File: config.mk
export PLATFORM = sky130hd
export DESIGN_NAME = separator_stream_rmse_core
export DESIGN_NICKNAME = d
export VERILOG_FILES = /design/src/hw/rtl/sepr_pkg.sv /design/src/hw/rtl/sepr_divsqrt.sv /design/src/hw/rtl/separator_stream_rmse_core.sv
export VERILOG_INCLUDE_DIRS = /design/src /design/src/hw/rtl
export SDC_FILE = /design/constraint.sdc
export NUM_CORES = 1
export LEC_CHECK = 0
export BUFFER_PORTS_ARGS = -buffer_cell sky130_fd_sc_hd__clkbuf_2
export CAP_MARGIN = 10
export CORE_AREA = 2 2 287 289
export DETAILED_ROUTE_END_ITERATION = 6
export DIE_AREA = 0 0 289 291
export HOLD_SLACK_MARGIN = 0.05
export REMOVE_ABC_BUFFERS = 1
export SYNTH_ARGS = -nofsm -noshare
export SYNTH_HDL_FRONTEND = slang
export SYNTH_SLANG_ARGS = --single-unit
File: constraint.sdc
create_clock -name clock -period 17.2 [get_ports clock]
set_input_delay 3.44 -clock clock [delete_from_list [all_inputs] [get_ports clock]]
set_output_delay 3.44 -clock clock [all_outputs]
set_load 0.005 [all_outputs]
File: src/hw/rtl/separator_stream_rmse_core_defines.svh
// Assertion macros shared by the separator stream RMSE core.
`ifndef SEPARATOR_STREAM_RMSE_CORE_DEFINES_SVH
`define SEPARATOR_STREAM_RMSE_CORE_DEFINES_SVH

`ifndef NO_ASSERTIONS
// Checked at every clock edge outside reset.
`define SEPR_ASSERT(lbl, prop) \
   lbl: assert property (@(posedge clock) disable iff (reset) (prop)) \
      else $error("separator stream rmse assertion failed");
// Checked at every clock edge, reset included.
`define SEPR_ASSERT_ALWAYS(lbl, prop) \
   lbl: assert property (@(posedge clock) (prop)) \
      else $error("separator stream rmse assertion failed");
`else
`define SEPR_ASSERT(lbl, prop)
`define SEPR_ASSERT_ALWAYS(lbl, prop)
`endif

`endif

File: src/hw/rtl/sepr_pkg.sv
// Package with the constants and types of the separator stream RMSE core.
package sepr_pkg;

   localparam int COUNT_BITS = 27;
   localparam int RATED_BITS = 27;
   localparam int WORD_BITS  = 32;
   localparam int PRED_BITS  = 16;
   localparam int RATE_BITS  = 3;
   localparam int SQ_BITS    = 32;
   localparam int SUM_BITS   = 64;
   localparam int MEAN_BITS  = 32;
   localparam int ROOT_BITS  = 16;
   localparam int STEP_BITS  = $clog2(SUM_BITS);
   // The shared subtractor covers the divide remainder and the root remainder.
   localparam int SUB_BITS   = (COUNT_BITS + 1 > 20) ? COUNT_BITS + 1 : 20;

   localparam logic [PRED_BITS-1:0]  STAR_SCALE  = PRED_BITS'(10000);
   localparam logic [RATE_BITS-1:0]  TOP_RATING  = RATE_BITS'(5);
   localparam logic [RATE_BITS-1:0]  LOW_RATING  = RATE_BITS'(1);
   localparam logic [COUNT_BITS-1:0] COUNT_LIMIT = {COUNT_BITS{1'b1}};

   typedef struct packed {
      logic start;
      logic ack;
   } sepr_ctl_type;

   typedef struct packed {
      logic done;
   } sepr_sts_type;

endpackage

File: src/hw/rtl/sepr_divsqrt.sv
// Iterative divide then integer square root on one shared subtractor.
`include "separator_stream_rmse_core_defines.svh"

module sepr_divsqrt (
   input  logic                              clock,
   input  logic                              reset,
   input  sepr_pkg::sepr_ctl_type            ctl,
   input  logic [sepr_pkg::SUM_BITS-1:0]     dividend,
   input  logic [sepr_pkg::COUNT_BITS-1:0]   divisor,
   output sepr_pkg::sepr_sts_type            sts,
   output logic [sepr_pkg::ROOT_BITS-1:0]    root
);
   import sepr_pkg::*;

   localparam logic [1:0] PH_IDLE = 2'd0;
   localparam logic [1:0] PH_DIV  = 2'd1;
   localparam logic [1:0] PH_SQRT = 2'd2;
   localparam logic [1:0] PH_DONE = 2'd3;

   logic [1:0]           phase_ff, phase_in;
   logic [STEP_BITS-1:0] step_ff, step_in;
   logic [SUM_BITS-1:0]  val_ff, val_in;
   logic [SUB_BITS-1:0]  rem_ff, rem_in;
   logic [ROOT_BITS-1:0] root_ff, root_in;

   logic [SUB_BITS-1:0]  div_a, sq_a, trial, op_a, op_b;
   logic [SUB_BITS:0]    diff;
   logic                 fits;

   // Divide brings in one dividend bit per step; the root brings in two mean bits.
   assign div_a = {rem_ff[SUB_BITS-2:0], val_ff[SUM_BITS-1]};
   assign sq_a  = {rem_ff[SUB_BITS-3:0], val_ff[MEAN_BITS-1 -: 2]};
   assign trial = SUB_BITS'({root_ff, 2'b01});
   assign op_a  = (phase_ff == PH_SQRT) ? sq_a : div_a;
   assign op_b  = (phase_ff == PH_SQRT) ? trial : SUB_BITS'(divisor);
   assign diff  = {1'b0, op_a} - {1'b0, op_b};
   assign fits  = !diff[SUB_BITS];

   always_comb begin
      phase_in = phase_ff;
      step_in  = step_ff;
      val_in   = val_ff;
      rem_in   = rem_ff;
      root_in  = root_ff;
      case (phase_ff)
         PH_IDLE: begin
            if (ctl.start) begin
               val_in   = dividend;
               rem_in   = '0;
               root_in  = '0;
               step_in  = '0;
               phase_in = PH_DIV;
            end
         end
         PH_DIV: begin
            rem_in  = fits ? diff[SUB_BITS-1:0] : op_a;
            val_in  = {val_ff[SUM_BITS-2:0], fits};
            step_in = step_ff + STEP_BITS'(1);
            if (step_ff == STEP_BITS'(SUM_BITS - 1)) begin
               // The quotient is complete; the root starts from a clean remainder.
               rem_in   = '0;
               step_in  = '0;
               phase_in = PH_SQRT;
            end
         end
         PH_SQRT: begin
            rem_in  = fits ? diff[SUB_BITS-1:0] : op_a;
            root_in = {root_ff[ROOT_BITS-2:0], fits};
            val_in  = {val_ff[SUM_BITS-3:0], 2'b00};
            step_in = step_ff + STEP_BITS'(1);
            if (step_ff == STEP_BITS'(ROOT_BITS - 1)) begin
               phase_in = PH_DONE;
            end
         end
         PH_DONE: begin
            if (ctl.ack) begin
               phase_in = PH_IDLE;
            end
         end
         default: begin
            phase_in = PH_IDLE;
         end
      endcase
   end

   always_ff @(posedge clock) begin
      if (reset) begin
         phase_ff <= PH_IDLE;
         step_ff  <= '0;
      end else begin
         phase_ff <= phase_in;
         step_ff  <= step_in;
      end
      val_ff  <= val_in;
      rem_ff  <= rem_in;
      root_ff <= root_in;
   end

   assign sts.done = (phase_ff == PH_DONE);
   assign root     = root_ff;

   `SEPR_ASSERT(a_start_when_idle, ctl.start |-> phase_ff == PH_IDLE)
   `SEPR_ASSERT(a_ack_when_done, ctl.ack |-> phase_ff == PH_DONE)
   `SEPR_ASSERT(a_done_holds, (sts.done && !ctl.ack) |=> sts.done)

endmodule

File: src/hw/rtl/separator_stream_rmse_core.sv
// Top level of the separator stream RMSE core: accumulation, sequencing, result register.
//
// Requests arrive on req_valid/req_ready with a rating word, a prediction in
// units of 1/10000 star and a last flag. A zero word is a separator and steps
// the implied rating 1..5, wrapping back to 1. Any other word is scored: the
// squared difference of rating*10000 and the prediction is summed and counted,
// and the count saturates at its all-ones value.
// Requests that are not marked last are taken one per clock cycle.
// A request marked last produces one result on rsp_valid/rsp_ready: the floor
// square root of the floored mean squared error, the count and a flag set
// when nothing was scored. The mean and root come from one shared subtractor
// that runs 64 divide steps and then 16 root steps. req_ready is low from the
// time the last request is taken until the result is in the output register.
// The result sits in an output register; a stalled receiver holds it there
// while new requests are taken, and a second result waits in the sequencer.
// Reset (synchronous, active high) sets the rating to 1 and clears sum and
// count; the same happens after every result.
`include "separator_stream_rmse_core_defines.svh"

module separator_stream_rmse_core (
   input  logic                               clock,
   input  logic                               reset,
   input  logic                               req_valid,
   output logic                               req_ready,
   input  logic [sepr_pkg::WORD_BITS-1:0]     req_rating_word,
   input  logic [sepr_pkg::PRED_BITS-1:0]     req_prediction,
   input  logic                               req_last_item,
   output logic                               rsp_valid,
   input  logic                               rsp_ready,
   output logic [sepr_pkg::ROOT_BITS-1:0]     rsp_rmse_scaled,
   output logic [sepr_pkg::RATED_BITS-1:0]    rsp_rated_count,
   output logic                               rsp_no_ratings
);
   import sepr_pkg::*;

   localparam logic [2:0] ST_IDLE  = 3'd0;
   localparam logic [2:0] ST_ADD   = 3'd1;
   localparam logic [2:0] ST_START = 3'd2;
   localparam logic [2:0] ST_CALC  = 3'd3;
   localparam logic [2:0] ST_EMPTY = 3'd4;

   logic [2:0]            state_ff, state_in;
   logic [RATE_BITS-1:0]  rating_ff, rating_in;
   logic [SUM_BITS-1:0]   sum_ff, sum_in;
   logic [COUNT_BITS-1:0] count_ff, count_in;
   logic [SQ_BITS-1:0]    sq_ff, sq_in;
   logic                  sq_vld_ff, sq_vld_in;
   logic                  rsp_valid_ff, rsp_valid_in;
   logic [ROOT_BITS-1:0]  rmse_ff, rmse_in;
   logic [RATED_BITS-1:0] rated_ff, rated_in;
   logic                  none_ff, none_in;

   logic                  req_fire, rsp_free, finish;
   logic [PRED_BITS-1:0]  target, mag;
   logic [31:0]           count_wide;
   sepr_ctl_type          ctl;
   sepr_sts_type          sts;
   logic [ROOT_BITS-1:0]  root;

   sepr_divsqrt u_divsqrt (
      .clock    (clock),
      .reset    (reset),
      .ctl      (ctl),
      .dividend (sum_ff),
      .divisor  (count_ff),
      .sts      (sts),
      .root     (root)
   );

   assign req_ready  = (state_ff == ST_IDLE);
   assign req_fire   = req_valid && req_ready;
   assign rsp_free   = !rsp_valid_ff || rsp_ready;
   assign target     = PRED_BITS'(rating_ff) * STAR_SCALE;
   assign mag        = (target >= req_prediction) ? target - req_prediction
                                                  : req_prediction - target;
   assign count_wide = 32'(count_ff);

   always_comb begin
      state_in     = state_ff;
      rating_in    = rating_ff;
      count_in     = count_ff;
      sum_in       = sum_ff;
      sq_in        = sq_ff;
      sq_vld_in    = 1'b0;
      rsp_valid_in = rsp_valid_ff && !rsp_ready;
      rmse_in      = rmse_ff;
      rated_in     = rated_ff;
      none_in      = none_ff;
      ctl.start    = 1'b0;
      ctl.ack      = 1'b0;
      finish       = 1'b0;

      // The square of the previous request is held in sq_ff and added to the sum here.
      if (sq_vld_ff) begin
         sum_in = sum_ff + SUM_BITS'(sq_ff);
      end

      if (req_fire) begin
         if (req_rating_word == '0) begin
            rating_in = (rating_ff >= TOP_RATING) ? LOW_RATING : rating_ff + RATE_BITS'(1);
         end else if (count_ff != COUNT_LIMIT) begin
            count_in  = count_ff + COUNT_BITS'(1);
            sq_in     = SQ_BITS'(mag) * SQ_BITS'(mag);
            sq_vld_in = 1'b1;
         end
         if (req_last_item) begin
            state_in = ST_ADD;
         end
      end

      case (state_ff)
         ST_IDLE: begin
         end
         ST_ADD: begin
            state_in = ST_START;
         end
         ST_START: begin
            if (count_ff == '0) begin
               state_in = ST_EMPTY;
            end else begin
               ctl.start = 1'b1;
               state_in  = ST_CALC;
            end
         end
         ST_CALC: begin
            if (sts.done && rsp_free) begin
               ctl.ack      = 1'b1;
               rmse_in      = root;
               rated_in     = count_wide[RATED_BITS-1:0];
               none_in      = 1'b0;
               rsp_valid_in = 1'b1;
               finish       = 1'b1;
            end
         end
         ST_EMPTY: begin
            if (rsp_free) begin
               rmse_in      = '0;
               rated_in     = '0;
               none_in      = 1'b1;
               rsp_valid_in = 1'b1;
               finish       = 1'b1;
            end
         end
         default: begin
            state_in = ST_IDLE;
         end
      endcase

      if (finish) begin
         state_in  = ST_IDLE;
         rating_in = LOW_RATING;
         sum_in    = '0;
         count_in  = '0;
      end
   end

   always_ff @(posedge clock) begin
      if (reset) begin
         state_ff     <= ST_IDLE;
         rating_ff    <= LOW_RATING;
         sum_ff       <= '0;
         count_ff     <= '0;
         sq_vld_ff    <= 1'b0;
         rsp_valid_ff <= 1'b0;
      end else begin
         state_ff     <= state_in;
         rating_ff    <= rating_in;
         sum_ff       <= sum_in;
         count_ff     <= count_in;
         sq_vld_ff    <= sq_vld_in;
         rsp_valid_ff <= rsp_valid_in;
      end
      sq_ff    <= sq_in;
      rmse_ff  <= rmse_in;
      rated_ff <= rated_in;
      none_ff  <= none_in;
   end

   assign rsp_valid       = rsp_valid_ff;
   assign rsp_rmse_scaled = rmse_ff;
   assign rsp_rated_count = rated_ff;
   assign rsp_no_ratings  = none_ff;

   `SEPR_ASSERT(a_last_blocks_input, (req_fire && req_last_item) |=> !req_ready)
   `SEPR_ASSERT(a_square_is_counted, sq_vld_ff |-> count_ff != '0)
   `SEPR_ASSERT(a_empty_result_zero,
      (rsp_valid && rsp_no_ratings) |-> (rsp_rmse_scaled == '0 && rsp_rated_count == '0))
   `SEPR_ASSERT_ALWAYS(a_no_square_after_reset, $past(reset) |-> !sq_vld_ff)

endmodule

Yosys cells after proc, flatten, opt, wreduce, memory -nomap -nowiden
Cells that the tools add are included.

Add/sub/neg operators: 7. Multipliers: 2. Order comparisons: 2. Eq/ne operators: 18. Multiplexer cells: 43. Bitwise logic cells: 2. Reductions and logical operators: 24.

Operators with widths (count): 64-bit case mux with 3 select lines (1); 27-bit two-way mux (6); 27-bit case mux with 3 select lines (1); 64-bit by 32-bit adder with 64-bit output (1); 16-bit two-way mux (4); 64-bit two-way mux (1); 16-bit case mux with 2 select lines (2); 27-bit case mux with 2 select lines (1); 32-bit logical NOT (1); 16-bit by 16-bit multiplier with 32-bit output (1); 16-bit subtractor (2); 28-bit by 27-bit subtractor with 29-bit output (1); 28-bit two-way mux (1); 27-bit by 1-bit adder with 27-bit output, second input constant (1); 27-bit logical NOT (1); 27-bit != test, second input constant (1); 6-bit case mux with 3 select lines (1); 16-bit >= comparator (1); 3-bit by 10-bit multiplier with 12-bit output, second input constant (1); 3-bit two-way mux (4); 6-bit two-way mux (2); 1-bit two-way mux (10); 2-bit != test, second input constant (5); 3-bit case mux with 3 select lines (1); 27 further kinds (47).

Register bits: 290. Output and inout bits: 46.

Longest topological paths before layout
Depth after elaboration: 7. Depth in mapped cells: 42. Gate-level depth less buffers: 39.

By module
A second synthesis with hierarchy kept.

Cell total of the unflattened synthesis: 2629. Area, all modules: 24634.9 um^2.

Modules (own cells, without submodules): separator_stream_rmse_core (times used 1, cells each 1872, area an instance 17038.8 um^2, seq. area each 4234.1 um^2); sepr_divsqrt (times used 1, cells each 757, area an instance 7596.0 um^2, seq. area each 3373.2 um^2).

Least setup slack after synthesis
Ideal clock, no wire load.

Path type: input to register. Start point: in req_prediction[0] (netlist name). End point: reg sq_ff[31], data pin. Arrival time: 11045 ps. Required time: 16941 ps. Setup slack: 5896 ps. Stages on the path: 33. Buffers on the path: 3. Path through: inv_1 clkbuf_1 ha_1 and3_1 a221o_1 a211oi_2 o21ai_2 buf_4 mux2i_2 xor2_2 inv_2 buf_6 nand2_1 inv_2 fa_1 inv_1 fa_1 inv_1 fa_1 fa_1 fa_1 inv_1 fa_1 inv_1 ha_1 and4_1 a221oi_1 nand4_1 a31oi_1 o41ai_1 a221o_1 a21oi_1 xnor2_1.

Longest elaborated chain between the ends: 3. Elaborated cells between the ends (all ways): 5. Those cells by class: add/sub (2); mul (1); order compare (1); mux (1).

Ends and longest elaborated chain: start, declared (line separator_stream_rmse_core.sv:26) `input logic [sepr_pkg::PRED_BITS-1:0] req_prediction,`; 16-bit subtractor (tied with other cells) (line separator_stream_rmse_core.sv:75) `: req_prediction - target;`; 16-bit two-way mux (*) (line separator_stream_rmse_core.sv:74) `assign mag = (target >= req_prediction) ? target - req_prediction`; 16-bit by 16-bit multiplier with 32-bit output (*) (line separator_stream_rmse_core.sv:103) `sq_in = SQ_BITS'(mag) * SQ_BITS'(mag);`; end signal, assigned (line separator_stream_rmse_core.sv:173) `sq_ff <= sq_in;`; end, declared (line separator_stream_rmse_core.sv:46) `logic [SQ_BITS-1:0] sq_ff, sq_in;`.

Every way passes the cells marked *; elsewhere a longest branch is shown, timed or not. A chain may end at the register's enable or synchronous reset.

Worst setup path after layout
Ends and elaborated chain as after synthesis.

==> flow_summary_export.csv <==
group,metric,value,unit
timing,fin_crit_sh,0.739,
die,core,81200,µm²
synthesis,synth-edff-count,182,
synthesis,yosys.area.top_type,"edfxtp_1",
synthesis,ys_seq_area_frac,0.316,
min_path,whs_path_depth,2,
finish,layout_common_cells,"nor2_1 (299), inv_1 (286), ha_1 (189), nand2_1 (186), a21oi_1 (185)",
critical_path,cp.required,17520,ps
timing,totalNegativeSetupSlack,0,ps
synthesis,synthArstFlopShare,0,
synthesis,syn_area_per_cell,9.31,µm²
timing,fmax,78.7,MHz
run,cap_violations,0,
critical_path,reg2reg_from,"rating_ff[0]",
clocking,ctsHoldBuffers,0,
timing,drv_slew,0,
synthesis,ys_seq_elements,289,
synthesis,synth-main-ff-cell,"edfxtp_1",
drt,dr.pass1.iters,5,
placement,dp.final_hpwl,41400,µm
clocking,cts_resized,0,
synthesis,synth_cell_type_count,81,
critical_path,cp-start-kind,"input pin",
drt,antenna_left,0,
critical_path,slowest_stage,"xnor2_1",
timing,rsz0062_at_grt,"no",
global_routing,grt_overflow,0,
clocking,numCtsBuffers,31,
finish,n_fill_cell,8425,
critical_path,r2r_end,"sq_ff[31]",
global_routing,grt_use_total,0.128,
synthesis,synth_top_area_share,0.227,
finish,drive_above_1_share,0.0956,
critical_path,end_kind,"flip-flop",
timing,fin_skew,20.9,ps
clocking,cts_root_buf,"clkbuf_16",
synthesis,synthTopCellsByArea,"edfxtp_1 (23%), fa_1 (14%), ha_1 (10%)",
timing,max_slew_margin,0.200,
critical_path,critical_path_arrival,13030,ps
placement,gp_congestion,0.879,
die,dieArea,84100,µm²
finish,nets,3036,
critical_path,crit_type,"in2reg",
die,fp.dieW,289,µm
drt,via_count,17647,
drt,drt_wl_total,54300,µm
clocking,clock_path_buffers,3,
critical_path,critPathMaxStageDelay,960,ps
clocking,cts_tree,"done",
synthesis,syn_area,24100,µm²
clocking,clkLatencyLatePin,600,ps
synthesis,syn_inst,2586,
global_routing,grt_pass1_vias,17632,
clocking,clock-sinks,289,
timing,finalSetupViolCount,0,
clocking,cts.clk_slew.worst_paths,60,ps
die,row_count,105,
global_routing,grt_max_degree,103,
critical_path,rr_worst_depth,33,
synthesis,ys_warn_count,0,
finish,final_common_cell,"nor2_1",
placement,portBuffers,98,
die,die_h,291,µm
finish,diodes,0,
critical_path,critPathMostFrequentCell,"fa_1",
timing,tightest_slew,1190,ps
min_path,min_to,"count_ff[1]",
die,pin_count,99,
outcome,status,"finished, final reports clean",
die,start_util,0.296,
global_routing,antenna_found_initial,0,
finish,area_delta_synth_final,11.0,%
min_path,hold_class,"reg2reg",
global_routing,grt_pass1_wl,89900,µm
drt,routedWlPerCell,14.6,µm
critical_path,rrSetupSlack,6080,ps
timing,period_needed,12700,ps
drt,drt-initial-drc-count,932,
drt,routed_via_density,4.75,
timing,hold_violations,0,
clocking,cts_setup_buffers,0,
clocking,cts.htree.levels,1,
min_path,hold_start,"count_ff[1]",
critical_path,cp_max_fo,24,
drt,drcViolationCount,0,
-- flip-flops by register name, summed over array words and instances (netlist names), 6 cells and up --
register           cells
sum_ff                64
u_divsqrt.step_ff      6
u_divsqrt.root        16
count_ff              27
u_divsqrt.rem_ff      27
rsp_rated_count       27
sq_ff                 31
rsp_rmse_scaled       16
u_divsqrt.val_ff      64
-- cell type report --
type / count / area (µm²) / area share
clock buffers: 38 / 832 / 0.0312
inverters: 313 / 1170 / 0.0440
repair buffers: 113 / 603 / 0.0226
clock inverters: 20 / 243 / 0.00909
multi-input cells: 1874 / 14900 / 0.558
well taps: 1070 / 1340 / 0.0501
flip-flops and latches: 289 / 7610 / 0.285
-- metrics by stage --
stage	area [µm²]	setup slack [ps]	utilization	hold WS, ps	std cells
floorplan	23600	5550	-	466	2476
global placement	25600	4280	0.316	482	3659
detailed placement	25600	3990	0.316	489	3659
CTS	26700	4610	0.329	499	3717
global route	26700	3820	0.329	531	3717
finish	26700	4500	0.329	498	3717
-- critical path: cells and delay by family --
kind                       cells  cell delay, ps
AOI/OAI and AO/OA              9            2740
xor gates and xnor gates       2            1060
adders and majority gates      8            3700
buffers and inverters          7            1090
and+or+nand+nor                4             970
-- kinds of logic (layout without fill, tap and decap cells) --
group / after synthesis / in the layout / share of synthesized area
compound gates: 524 / 524 / 0.140
xor+xnor: 146 / 146 / 0.0567
fa+ha+maj: 361 / 361 / 0.240
buf+inv: 423 / 484 / 0.0672
flops: 289 / 289 / 0.316
mux: 69 / 69 / 0.0305
simple gates: 774 / 774 / 0.149
-- routing by layer --
metal	part of all wire	global-route usage	wire (µm)
met1	0.47	0.173	25700
met5	0	0	0
met4	0.021	0.0268	1150
met3	0.037	0.0191	2030
met2	0.47	0.216	25400
-- Yosys cell counts (14+ instances only) --
library cell	number
fa_1	169
buf_2	14
or3_1	15
a31oi_1	19
nor2b_1	60
mux2i_1	38
and3_1	18
nand4_1	25
nor3_1	26
o21a_1	18
xor2_1	44
nor4_1	28
ha_1	192
o21ai_0	59
clkbuf_1	84
a21oi_1	187
nor2_1	299
a21o_1	55
a211oi_1	22
nand3_1	47
mux2_2	28
and2_1	29
inv_2	25
xnor2_1	92
dfxtp_1	107
nand2_1	186
edfxtp_1	182
a22oi_1	65
inv_1	286
-- worst max-delay path by stage --
stage,slack (ps),start,cells past startpoint,endpoint
4_1_cts,4610,req_prediction[0],30,sq_ff[31]
6_report,4500,req_prediction[0],30,sq_ff[31]
3_5_place_dp,3990,req_prediction[0],30,sq_ff[31]
5_1_grt,3820,req_prediction[0],31,sq_ff[31]
2_1_floorplan,5550,req_prediction[4],31,sq_ff[31]
3_3_place_gp,4280,req_prediction[0],30,sq_ff[31]
Power is left out: the tool's default activity adds up to more than one toggle a clock period on the data nets, which glitch-free logic cannot reach.
